**src/csscp_pkg.sv**
```systemverilog
`timescale 1ns / 1ps
// ----------------------------------------------------------------------------
// csscp_pkg: shared types and constants of the CSS color string parser
// Holds the channel payload types, the parse form codes, the status codes
// and the snapshot that the parser hands to the result stage.
// ----------------------------------------------------------------------------
package csscp_pkg;

  localparam logic [2:0] FORM_START  = 3'd0;
  localparam logic [2:0] FORM_HEX    = 3'd1;
  localparam logic [2:0] FORM_PREFIX = 3'd2;
  localparam logic [2:0] FORM_BODY   = 3'd3;
  localparam logic [2:0] FORM_UNSUP  = 3'd4;

  localparam logic [1:0] ST_OK      = 2'd0;
  localparam logic [1:0] ST_HEX_LEN = 2'd1;
  localparam logic [1:0] ST_BAD_CH  = 2'd2;
  localparam logic [1:0] ST_UNSUP   = 2'd3;

  localparam int CompCnt = 3;

  typedef struct packed {
    logic [7:0] ch;
    logic       last;
  } in_t;

  typedef struct packed {
    logic [7:0] red;
    logic [7:0] green;
    logic [7:0] blue;
    logic [7:0] alpha;
    logic [1:0] status;
  } out_t;

  // Parser state as it stands after the final character of a string
  typedef struct packed {
    logic [2:0]               form;
    logic [3:0]               hex_count;
    logic [31:0]              hex_digits;
    logic                     bad_char;
    logic [CompCnt-1:0][9:0]  comp_values;
    logic [CompCnt-1:0]       percent_marks;
  } fin_t;

endpackage

```
**src/csscp_parser.sv**
```systemverilog
`timescale 1ns / 1ps
// ----------------------------------------------------------------------------
// csscp_parser: per-character parser state
// Updates the form, hex digit and rgb component registers on every accepted
// character and loads a snapshot register when the string ends.
// ----------------------------------------------------------------------------
module csscp_parser (
  input  logic              clk,
  input  logic              rst_n,
  input  logic              in_valid,
  output logic              in_ready,
  input  csscp_pkg::in_t    in_data,
  output logic              fin_valid,
  input  logic              fin_ready,
  output csscp_pkg::fin_t   fin
);

  localparam logic [1:0] NUM_IDLE  = 2'd0;
  localparam logic [1:0] NUM_WHOLE = 2'd1;
  localparam logic [1:0] NUM_FRAC  = 2'd2;
  localparam logic [1:0] NUM_EXTRA = 2'd3;

  logic [2:0]        form_r, form_nxt;
  logic [1:0]        prefix_pos_r, prefix_pos_nxt;
  logic [3:0]        hex_count_r, hex_count_nxt;
  logic [31:0]       hex_digits_r, hex_digits_nxt;
  logic              bad_char_r, bad_char_nxt;
  logic [1:0]        comp_index_r, comp_index_nxt;
  logic [2:0][9:0]   comp_values_r, comp_values_nxt;
  logic [1:0]        num_flags_r, num_flags_nxt;
  logic [2:0]        percent_r, percent_nxt;
  logic              fin_valid_r;
  csscp_pkg::fin_t   fin_r;

  logic              accept;
  logic [7:0]        c;
  logic [4:0]        hex_v;
  logic [1:0]        slot;
  logic [13:0]       acc10;

  function automatic logic [4:0] hex_value(input logic [7:0] ch);
    logic [4:0] v;
    v = 5'd16;
    if (ch >= "0" && ch <= "9") v = 5'(ch - "0");
    else if (ch >= "a" && ch <= "f") v = 5'(ch - "a" + 8'd10);
    else if (ch >= "A" && ch <= "F") v = 5'(ch - "A" + 8'd10);
    return v;
  endfunction

  assign in_ready  = !fin_valid_r || fin_ready;
  assign accept    = in_valid && in_ready;
  assign fin_valid = fin_valid_r;
  assign fin       = fin_r;
  assign c         = in_data.ch;
  assign hex_v     = hex_value(c);
  assign slot      = comp_index_r - 2'd1;
  assign acc10     = {1'b0, comp_values_r[slot], 3'b000} + {3'b000, comp_values_r[slot], 1'b0}
                   + {10'd0, 4'(c - "0")};

  always_comb begin
    form_nxt        = form_r;
    prefix_pos_nxt  = prefix_pos_r;
    hex_count_nxt   = hex_count_r;
    hex_digits_nxt  = hex_digits_r;
    bad_char_nxt    = bad_char_r;
    comp_index_nxt  = comp_index_r;
    comp_values_nxt = comp_values_r;
    num_flags_nxt   = num_flags_r;
    percent_nxt     = percent_r;
    case (form_r)
      csscp_pkg::FORM_START: begin
        if (c == "#") begin
          form_nxt = csscp_pkg::FORM_HEX;
        end else if (c == "r") begin
          form_nxt       = csscp_pkg::FORM_PREFIX;
          prefix_pos_nxt = 2'd1;
        end else begin
          form_nxt = csscp_pkg::FORM_UNSUP;
        end
      end
      csscp_pkg::FORM_HEX: begin
        if (hex_v[4]) begin
          bad_char_nxt   = 1'b1;
          hex_digits_nxt = {hex_digits_r[27:0], 4'h0};
        end else begin
          hex_digits_nxt = {hex_digits_r[27:0], hex_v[3:0]};
        end
        if (hex_count_r != 4'd15) hex_count_nxt = hex_count_r + 4'd1;
      end
      csscp_pkg::FORM_PREFIX: begin
        if (prefix_pos_r == 2'd1 && c == "g") begin
          prefix_pos_nxt = 2'd2;
        end else if (prefix_pos_r == 2'd2 && c == "b") begin
          prefix_pos_nxt = 2'd3;
          form_nxt       = csscp_pkg::FORM_BODY;
        end else begin
          form_nxt = csscp_pkg::FORM_UNSUP;
        end
      end
      csscp_pkg::FORM_BODY: begin
        if (c inside {["0":"9"]}) begin
          if (num_flags_r == NUM_IDLE) begin
            if (comp_index_r != 2'd3) begin
              comp_values_nxt[comp_index_r] = {6'd0, 4'(c - "0")};
              comp_index_nxt = comp_index_r + 2'd1;
              num_flags_nxt  = NUM_WHOLE;
            end else begin
              num_flags_nxt = NUM_EXTRA;
            end
          end else if (num_flags_r == NUM_WHOLE && slot != 2'd3) begin
            // saturate the whole part at 1023
            comp_values_nxt[slot] = (acc10 > 14'd1023) ? 10'd1023 : acc10[9:0];
          end
        end else if (c == ".") begin
          if (num_flags_r == NUM_WHOLE) begin
            num_flags_nxt = NUM_FRAC;
          end else if (num_flags_r != NUM_EXTRA) begin
            // dot with no number in progress, or a second dot: new number
            if (comp_index_r != 2'd3) begin
              comp_values_nxt[comp_index_r] = 10'd0;
              comp_index_nxt = comp_index_r + 2'd1;
              num_flags_nxt  = NUM_FRAC;
            end else begin
              num_flags_nxt = NUM_EXTRA;
            end
          end
        end else if (c == "%") begin
          if ((num_flags_r == NUM_WHOLE || num_flags_r == NUM_FRAC) && slot != 2'd3) begin
            percent_nxt[slot] = 1'b1;
          end
          num_flags_nxt = NUM_IDLE;
        end else if (c inside {8'h20, 8'h09, 8'h0A, 8'h0D, 8'h0B, 8'h0C,
                               "(", ")", ",", "r", "g", "b"}) begin
          num_flags_nxt = NUM_IDLE;
        end else begin
          bad_char_nxt  = 1'b1;
          num_flags_nxt = NUM_IDLE;
        end
      end
      default: begin
      end
    endcase
  end

  always_ff @(posedge clk) begin
    if (!rst_n) begin
      form_r        <= csscp_pkg::FORM_START;
      prefix_pos_r  <= 2'd0;
      hex_count_r   <= 4'd0;
      hex_digits_r  <= 32'd0;
      bad_char_r    <= 1'b0;
      comp_index_r  <= 2'd0;
      comp_values_r <= '0;
      num_flags_r   <= NUM_IDLE;
      percent_r     <= 3'd0;
    end else if (accept) begin
      if (in_data.last) begin
        // string done: start over for the next one
        form_r        <= csscp_pkg::FORM_START;
        prefix_pos_r  <= 2'd0;
        hex_count_r   <= 4'd0;
        hex_digits_r  <= 32'd0;
        bad_char_r    <= 1'b0;
        comp_index_r  <= 2'd0;
        comp_values_r <= '0;
        num_flags_r   <= NUM_IDLE;
        percent_r     <= 3'd0;
      end else begin
        form_r        <= form_nxt;
        prefix_pos_r  <= prefix_pos_nxt;
        hex_count_r   <= hex_count_nxt;
        hex_digits_r  <= hex_digits_nxt;
        bad_char_r    <= bad_char_nxt;
        comp_index_r  <= comp_index_nxt;
        comp_values_r <= comp_values_nxt;
        num_flags_r   <= num_flags_nxt;
        percent_r     <= percent_nxt;
      end
    end
  end

  always_ff @(posedge clk) begin
    if (!rst_n) begin
      fin_valid_r <= 1'b0;
    end else if (accept && in_data.last) begin
      fin_valid_r <= 1'b1;
    end else if (fin_ready) begin
      fin_valid_r <= 1'b0;
    end
  end

  always_ff @(posedge clk) begin
    if (accept && in_data.last) begin
      fin_r.form          <= form_nxt;
      fin_r.hex_count     <= hex_count_nxt;
      fin_r.hex_digits    <= hex_digits_nxt;
      fin_r.bad_char      <= bad_char_nxt;
      fin_r.comp_values   <= comp_values_nxt;
      fin_r.percent_marks <= percent_nxt;
    end
  end

endmodule

```
**src/csscp_finish.sv**
```systemverilog
`timescale 1ns / 1ps
// ----------------------------------------------------------------------------
// csscp_finish: color result stage
// Turns the parser snapshot into a color and status and holds it in the
// output register until the transaction completes.
// ----------------------------------------------------------------------------
module csscp_finish (
  input  logic              clk,
  input  logic              rst_n,
  input  logic              fin_valid,
  output logic              fin_ready,
  input  csscp_pkg::fin_t   fin,
  input  logic [7:0]        default_alpha,
  output logic              out_valid,
  input  logic              out_ready,
  output csscp_pkg::out_t   out_data
);

  logic              out_valid_r;
  csscp_pkg::out_t   out_data_r;
  csscp_pkg::out_t   res;
  logic [2:0][7:0]   comp;
  logic [31:0]       d;

  // floor(255*v/100) for v below 100: reciprocal multiply by 5243 / 2^19
  function automatic logic [7:0] pct_scale(input logic [6:0] v);
    logic [14:0] x;
    logic [27:0] p;
    x = {v, 8'd0} - {8'd0, v};
    p = {13'd0, x} * 28'd5243;
    return p[26:19];
  endfunction

  always_comb begin
    for (int i = 0; i < csscp_pkg::CompCnt; i++) begin
      if (fin.percent_marks[i]) begin
        comp[i] = (fin.comp_values[i] >= 10'd100) ? 8'd255
                                                   : pct_scale(fin.comp_values[i][6:0]);
      end else begin
        comp[i] = (fin.comp_values[i] > 10'd255) ? 8'd255 : fin.comp_values[i][7:0];
      end
    end
  end

  assign d = fin.hex_digits;

  always_comb begin
    res = '0;
    if (fin.form == csscp_pkg::FORM_HEX) begin
      if (fin.hex_count != 4'd3 && fin.hex_count != 4'd6 && fin.hex_count != 4'd8) begin
        res.status = csscp_pkg::ST_HEX_LEN;
      end else if (fin.bad_char) begin
        res.status = csscp_pkg::ST_BAD_CH;
      end else if (fin.hex_count == 4'd3) begin
        // short form: double each digit
        res.red   = {d[11:8], d[11:8]};
        res.green = {d[7:4], d[7:4]};
        res.blue  = {d[3:0], d[3:0]};
        res.alpha = default_alpha;
      end else if (fin.hex_count == 4'd6) begin
        res.red   = d[23:16];
        res.green = d[15:8];
        res.blue  = d[7:0];
        res.alpha = default_alpha;
      end else begin
        res.red   = d[31:24];
        res.green = d[23:16];
        res.blue  = d[15:8];
        res.alpha = d[7:0];
      end
    end else if (fin.form == csscp_pkg::FORM_BODY) begin
      if (fin.bad_char) begin
        res.status = csscp_pkg::ST_BAD_CH;
      end else begin
        res.red   = comp[0];
        res.green = comp[1];
        res.blue  = comp[2];
        res.alpha = default_alpha;
      end
    end else begin
      res.status = csscp_pkg::ST_UNSUP;
    end
  end

  assign fin_ready = !out_valid_r || out_ready;
  assign out_valid = out_valid_r;
  assign out_data  = out_data_r;

  always_ff @(posedge clk) begin
    if (!rst_n) begin
      out_valid_r <= 1'b0;
    end else if (fin_valid && fin_ready) begin
      out_valid_r <= 1'b1;
    end else if (out_ready) begin
      out_valid_r <= 1'b0;
    end
  end

  always_ff @(posedge clk) begin
    if (fin_valid && fin_ready) begin
      out_data_r <= res;
    end
  end

endmodule

```
**src/css_color_string_parser_core.sv**
```systemverilog
`timescale 1ns / 1ps
// The color reaches out_* through the snapshot register, which loads with the
// final character's transaction, and then through the output register.
// Throughput: one character per cycle; the input stalls only while the snapshot
// and output registers both hold a result and out_ready is low.
// Reset: synchronous active-low rst_n clears the parser state, both valid
// flags and default_alpha.
// ----------------------------------------------------------------------------
// css_color_string_parser_core: CSS hex and rgb() color string parser
// Takes one character per transaction and returns one color and status per
// string, on the character flagged as last.
// ----------------------------------------------------------------------------
module css_color_string_parser_core (
  input  logic              clk,
  input  logic              rst_n,
  input  logic              in_valid,
  output logic              in_ready,
  input  csscp_pkg::in_t    in_data,
  output logic              out_valid,
  input  logic              out_ready,
  output csscp_pkg::out_t   out_data,
  input  logic              cfg_we,
  input  logic [7:0]        cfg_wdata
);

  logic              fin_valid;
  logic              fin_ready;
  csscp_pkg::fin_t   fin;
  logic [7:0]        default_alpha_r;

  always_ff @(posedge clk) begin
    if (!rst_n) begin
      default_alpha_r <= 8'd0;
    end else if (cfg_we) begin
      default_alpha_r <= cfg_wdata;
    end
  end

  csscp_parser u_parser (
    .clk       (clk),
    .rst_n     (rst_n),
    .in_valid  (in_valid),
    .in_ready  (in_ready),
    .in_data   (in_data),
    .fin_valid (fin_valid),
    .fin_ready (fin_ready),
    .fin       (fin)
  );

  csscp_finish u_finish (
    .clk           (clk),
    .rst_n         (rst_n),
    .fin_valid     (fin_valid),
    .fin_ready     (fin_ready),
    .fin           (fin),
    .default_alpha (default_alpha_r),
    .out_valid     (out_valid),
    .out_ready     (out_ready),
    .out_data      (out_data)
  );

endmodule

```
**config.mk**
```make
export PLATFORM = sky130hd
export DESIGN_NAME = css_color_string_parser_core
export DESIGN_NICKNAME = d
export VERILOG_FILES = /design/src/csscp_pkg.sv /design/src/csscp_parser.sv /design/src/csscp_finish.sv /design/src/css_color_string_parser_core.sv
export SDC_FILE = /design/constraint.sdc
export NUM_CORES = 1
export LEC_CHECK = 0
export BUFFER_PORTS_ARGS = -buffer_cell sky130_fd_sc_hd__buf_2
export CAP_MARGIN = 25
export CORE_AREA = 2 2 335 171
export DETAILED_ROUTE_END_ITERATION = 10
export DIE_AREA = 0 0 337 173
export GPL_TIMING_DRIVEN = 0
export PLACE_DENSITY_LB_ADDON = 0.3
export SYNTH_ARGS = -nofsm -noshare
export SYNTH_HDL_FRONTEND = slang
export SYNTH_HIERARCHICAL = 1
export SYNTH_SLANG_ARGS = --single-unit
```
**constraint.sdc**
```tcl
create_clock -name clk -period 14.36 [get_ports clk]
set_clock_uncertainty 0.05 [all_clocks]
set_input_delay 0 -clock clk [delete_from_list [all_inputs] [get_ports clk]]
set_output_delay 0 -clock clk [all_outputs]
set_load 0.03 [all_outputs]
```
After elaboration in Yosys (flattened, before gate mapping)
Index checks and enable logic that the tools add are counted.
Storage, ports and cells
  flip-flop bits (word level): 196
  input bits: 22
Operators by class
  $add $sub $neg: 13
  $mul: 3
  magnitude comparators: 17
  eq/ne operators: 39
  mux-type cells: 95
  bitwise operators: 3
  reductions and logical operators: 31
Operator list (number)
  2-to-1 mux 30 bit: 10
  2-to-1 mux 32 bit: 8
  multiplier 15 x 13 -> 27 bit, second input constant: 3
  2-to-1 mux 8 bit: 9
  bitwise mux 30 bit: 2
  equality test 8 x 6 -> 1 bit, second input constant: 7
  2-to-1 mux 2 bit: 24
  subtractor 15 x 7 -> 15 bit: 3
  demux 10 bit (select 2 bit): 2
  equality test 8 x 4 -> 1 bit, second input constant: 5
  2-to-1 mux 10 bit: 4
  2-to-1 mux 34 bit: 1
  2-to-1 mux 3 bit: 11
  bitwise AND 30 bit: 1
  greater-or-equal comparator 10 x 7 -> 1 bit, second input constant: 3
  greater-than comparator 10 x 8 -> 1 bit, second input constant: 3
  NOT 30 bit: 1
  equality test 8 x 7 -> 1 bit, second input constant: 3
  binary-select mux 10 bit (select 2 bit): 1
  greater-or-equal comparator 8 x 7 -> 1 bit, second input constant: 2
  less-or-equal comparator 8 x 7 -> 1 bit, second input constant: 2
  2-to-1 mux 4 bit: 4
  2-to-1 mux 5 bit: 3
  adder 13 x 11 -> 14 bit: 1
  other kinds (42): 88

Logic depth before layout (Yosys ltp)
  depth in word-level cells: 13
  gate-level depth with buffers: 28

By module
Netlist, hierarchy kept.
By module, submodules not included
  csscp_finish: times used 1, cells each 1553, area each 13902.1 sq um
  csscp_parser: times used 1, cells each 723, area each 7754.9 sq um
  css_color_string_parser_core: times used 1, cells each 25, area each 301.5 sq um

Worst setup path after synthesis
Ideal clock, no wire load.
  kind: register -> register
  start: reg u_parser.fin_r (netlist bit u_parser/fin[13])
  end: reg u_finish.out_data_r (netlist bit u_finish/out_data[24]), data pin
  library setup time: 272 ps
  arrival: 7022 ps
  setup slack: 7016 ps
  stages on the path, launching flop included: 25
  path buffers: 1
  cell sequence: edfxtp_1 -> clkbuf_1 -> or4_1 -> nor4_1 -> nor3_1 -> a21oi_1 -> xnor2_1 -> ha_1 -> ha_1 -> inv_1 -> fa_1 -> inv_1 -> fa_1 -> inv_1 -> fa_1 -> inv_1 -> ha_1 -> a21o_1 -> a21o_1 -> a21oi_1 -> a2bb2oi_1 -> nand2_1 -> o41ai_1 -> nor4b_1 -> or4_1
RTL lines
  from (decl): RTL line csscp_parser.sv:33  | csscp_pkg::fin_t fin_r;
  to (signal assigned): RTL line csscp_finish.sv:101  | out_data_r <= res;
  to (decl): RTL line csscp_finish.sv:20  | csscp_pkg::out_t out_data_r;

==> run metrics <==
area leader, netlist ha_1; Rows 61; max-capacitance violation count 0; ranking of synthesized cells by area ha_1, fa_1, edfxtp_1, dfxtp_1, inv_1; setup TNS 0 ns; Peak Freq 122 MHz; initial antenna violation count 0; Worst Tran Pin Value 0.990 ns; drt pass-1 iters 6; clk_lat worst skew 0.44 ns; Mapped Cells 2,301; startpoint type of the worst setup path register; Hold Vio Cnt, Final 0; hold path cells 3; global placement routability congestion 0.938; Synth top area share 18.8%; Critical Path AT 8.29 ns; Post-DP HPWL 46,000 µm; Worst IR Drop VDD 197 µV; min setup slack post-route 6.18 ns; Post-synth ARST share 0%; EDFF count, synth 107; hold_ws 0.0497 ns; Critical R2R Launch u_parser/fin[23]$_DFFE_PP_; pin count of the biggest net entering global routing 69; number of setup buffers added after CTS 0; CTS buffer count 17; full die area 58,300 µm²; placed cell count 3,120; worst reg2reg path endpoint u_finish/out_data[17]$_DFFE_PP_; crit path time final 8.18 ns; pre-CTS setup slack 6.18 ns; antenna-violating nets left 0; FF/Latch Area 4990 µm²; Hold EP u_parser/fin[71]$_DFFE_PP_; I/O Pins 58; Synth Register Bits 196; IO Port Bufs 55; Power Total 2.86 mW; Non-Filler Cell Area, Final 24,200 µm²; outcome complete, no violations; final wirelength 55,600 µm; final setup violation count 0; first-pass GRT wire length 90,300 µm; count of cell types in the netlist 88; max-slew violations 0; Finished Core Util 43.8%; 1st-iter DRT viols 1,141; All-Layer GR Usage 19.5%; gr ovfl total 0; Die Height 173 µm; # fillers 5,337; placed cell area 23,300 µm²; Clk pin slew, worst setup/hold paths 0.08 ns; vias in the first global route 16,900; Synth Flop Type edfxtp_1; Resized Gates After CTS 0; Slew headroom 33.9%; DR vias/cell 5.25; TritonCTS clock tree done; critical path class register to register; Finished Layout Cells 3,180; Pleak 11.2 nW; CP required 14.47 ns; Multi-input gate area 15,000 µm²; Post-Syn Area 22,000 µm²; CTS H-tree depth 4; Synth Warn # 6; depth of the most critical reg-to-reg path 26; Seq/Total Area, Yosys 22.7%; vias 16,700; hold-fix buffers at CTS 27; Die W 337 µm; clock buffer depth 2; core area 55,200 µm²; DR DRC count 0; Sink Count 196; Mapped Nets 2,850; pwr dens 118 nW/µm²; period utilization 57.0%; share of layout cells above drive strength 1 7.18%; maximum fanout along the worst path 8; Diodes inserted 0; RSZ-0062 raised after global routing false; synthesized area per cell 9.54 µm²; Critical Path End Type register; Wirelength per Cell 17.5 µm; area grow syn2layout 10.0%; hold_sp in_data[5]; Starting Density 39.8%; Hold Path Class input pin to register; CTS Root Cell clkbuf_16; FF-to-FF setup slack 6.18 ns; Final nets 2,960
==> cell usage in the layout (no fill, tap or decap), drive strengths merged, types with 40 or more instances in the layout <==
cell,n
nand2,139
dfxtp,89
nand3,41
a21oi,65
nor2,76
clkbuf,69
o21ai,111
a21o,40
edfxtp,107
nor2b,53
buf,75
ha,330
inv,457
fa,197
xnor2,47
==> sequential cells by signal, indices dropped and copies added (netlist names) <==
name,cells
u_parser/percent_r,3
u_parser/comp_index_r,2
u_finish/out_data,34
u_parser/form_r,3
u_parser/num_flags_r,2
u_finish/out_valid,1
u_parser/fin_valid,1
u_parser/comp_values_r,30
u_parser/prefix_pos_r,2
u_parser/bad_char_r,1
u_parser/hex_digits_r,32
default_alpha_r,8
u_parser/fin,73
u_parser/hex_count_r,4
==> cells by family (layout without fill, tap and decap cells) <==
logic type      count (synthesis)  after routing  synth area share (%)
fa+ha+maj                     527            527                  36.8
buf+inv                       516            639                  8.93
simple gates                  480            480                  11.4
compound gates                446            446                  14.2
flops                         196            196                  22.7
xor+xnor                       70             70                  2.79
mux                            66             66                  3.20
==> critical path, stage by stage, from the launching register on <==
cell and delay, ns:
edfxtp_1 0.46, clkbuf_1 0.37, clkinv_1 0.34, ha_1 0.34
nand2_1 0.10, or2_2 0.13, nand2_1 0.11, or3_1 0.34
xnor2_1 0.63, inv_1 0.20, fa_1 0.55, inv_1 0.04
ha_1 0.31, fa_1 0.48, fa_1 0.55, inv_1 0.06
fa_1 0.53, inv_1 0.04, ha_1 0.33, a21o_1 0.19
a21oi_1 0.22, o21ai_0 0.13, a21oi_1 0.40, a21boi_0 0.22
o21ai_0 0.39, mux2i_1 0.25, o22ai_1 0.10
==> worst max path at each step <==
stage | startpoint | depth (start not counted) | slack [ns] | endpoint
after global routing | u_parser/fin[23]$_DFFE_PP_ | 26 | 5.61 | u_finish/out_data[17]$_DFFE_PP_
after floorplan | u_parser/fin[13]$_DFFE_PP_ | 24 | 7.02 | u_finish/out_data[24]$_DFFE_PP_
after detailed placement | u_parser/fin[23]$_DFFE_PP_ | 26 | 6.18 | u_finish/out_data[17]$_DFFE_PP_
after CTS | u_parser/fin[23]$_DFFE_PP_ | 26 | 6.14 | u_finish/out_data[17]$_DFFE_PP_
after global placement | u_parser/fin[13]$_DFFE_PP_ | 22 | 5.80 | u_finish/out_data[24]$_DFFE_PP_
final | u_parser/fin[23]$_DFFE_PP_ | 26 | 6.18 | u_finish/out_data[17]$_DFFE_PP_
==> where the power goes <==
group / switching, mW / total [mW] / internal [mW]
registers: 0.00881 / 0.609 / 0.600
logic: 1.04 / 1.76 / 0.722
clock network: 0.237 / 0.485 / 0.248
total: 1.29 / 2.86 / 1.57
==> Yosys cell counts, types with 5 or more instances <==
cell	number
a211oi_1	10
a21boi_0	7
a21o_1	40
a21oi_1	64
a22o_1	20
a22oi_1	38
a31oi_1	12
a32o_1	15
and2_1	11
and3_1	14
buf_2	7
clkbuf_1	51
dfxtp_1	89
edfxtp_1	107
fa_1	197
ha_1	330
inv_1	449
mux2_2	33
mux2i_1	33
nand2_1	139
nand2b_1	24
nand3_1	41
nand4_1	12
nor2_1	75
nor2b_1	53
nor3_1	26
nor3b_1	10
nor4_1	13
o2111ai_1	5
o211ai_1	10
o21a_1	11
o21ai_0	88
o21ai_1	21
o21bai_1	10
o221ai_1	21
o22ai_1	8
o2bb2ai_1	11
o31ai_1	15
or3_1	22
xnor2_1	47
xor2_1	23
==> layout make-up <==
| cell class | count | share of cell area, % |
|---|---|---|
| Buffer | 64 | 1.09 |
| Clock buffer | 17 | 1.76 |
| Clock inverter | 15 | 0.699 |
| Inverter | 452 | 7.03 |
| Multi-Input combinational cell | 1589 | 62.2 |
| Sequential cell | 196 | 20.7 |
| Tap cell | 756 | 3.92 |
| Timing Repair Buffer | 91 | 2.67 |
==> metal layers <==
layer / GRT usage (%) / vias up / routed length (µm)
met5: 0 / - / 0
met4: 5.41 / 0 / 1230
met3: 2.52 / 67 / 2660
met2: 32.5 / 403 / 26100
met1: 26.6 / 8146 / 25500
li1: - / 8094 / -
No activity file was read; power rests on OpenSTA's default activity.
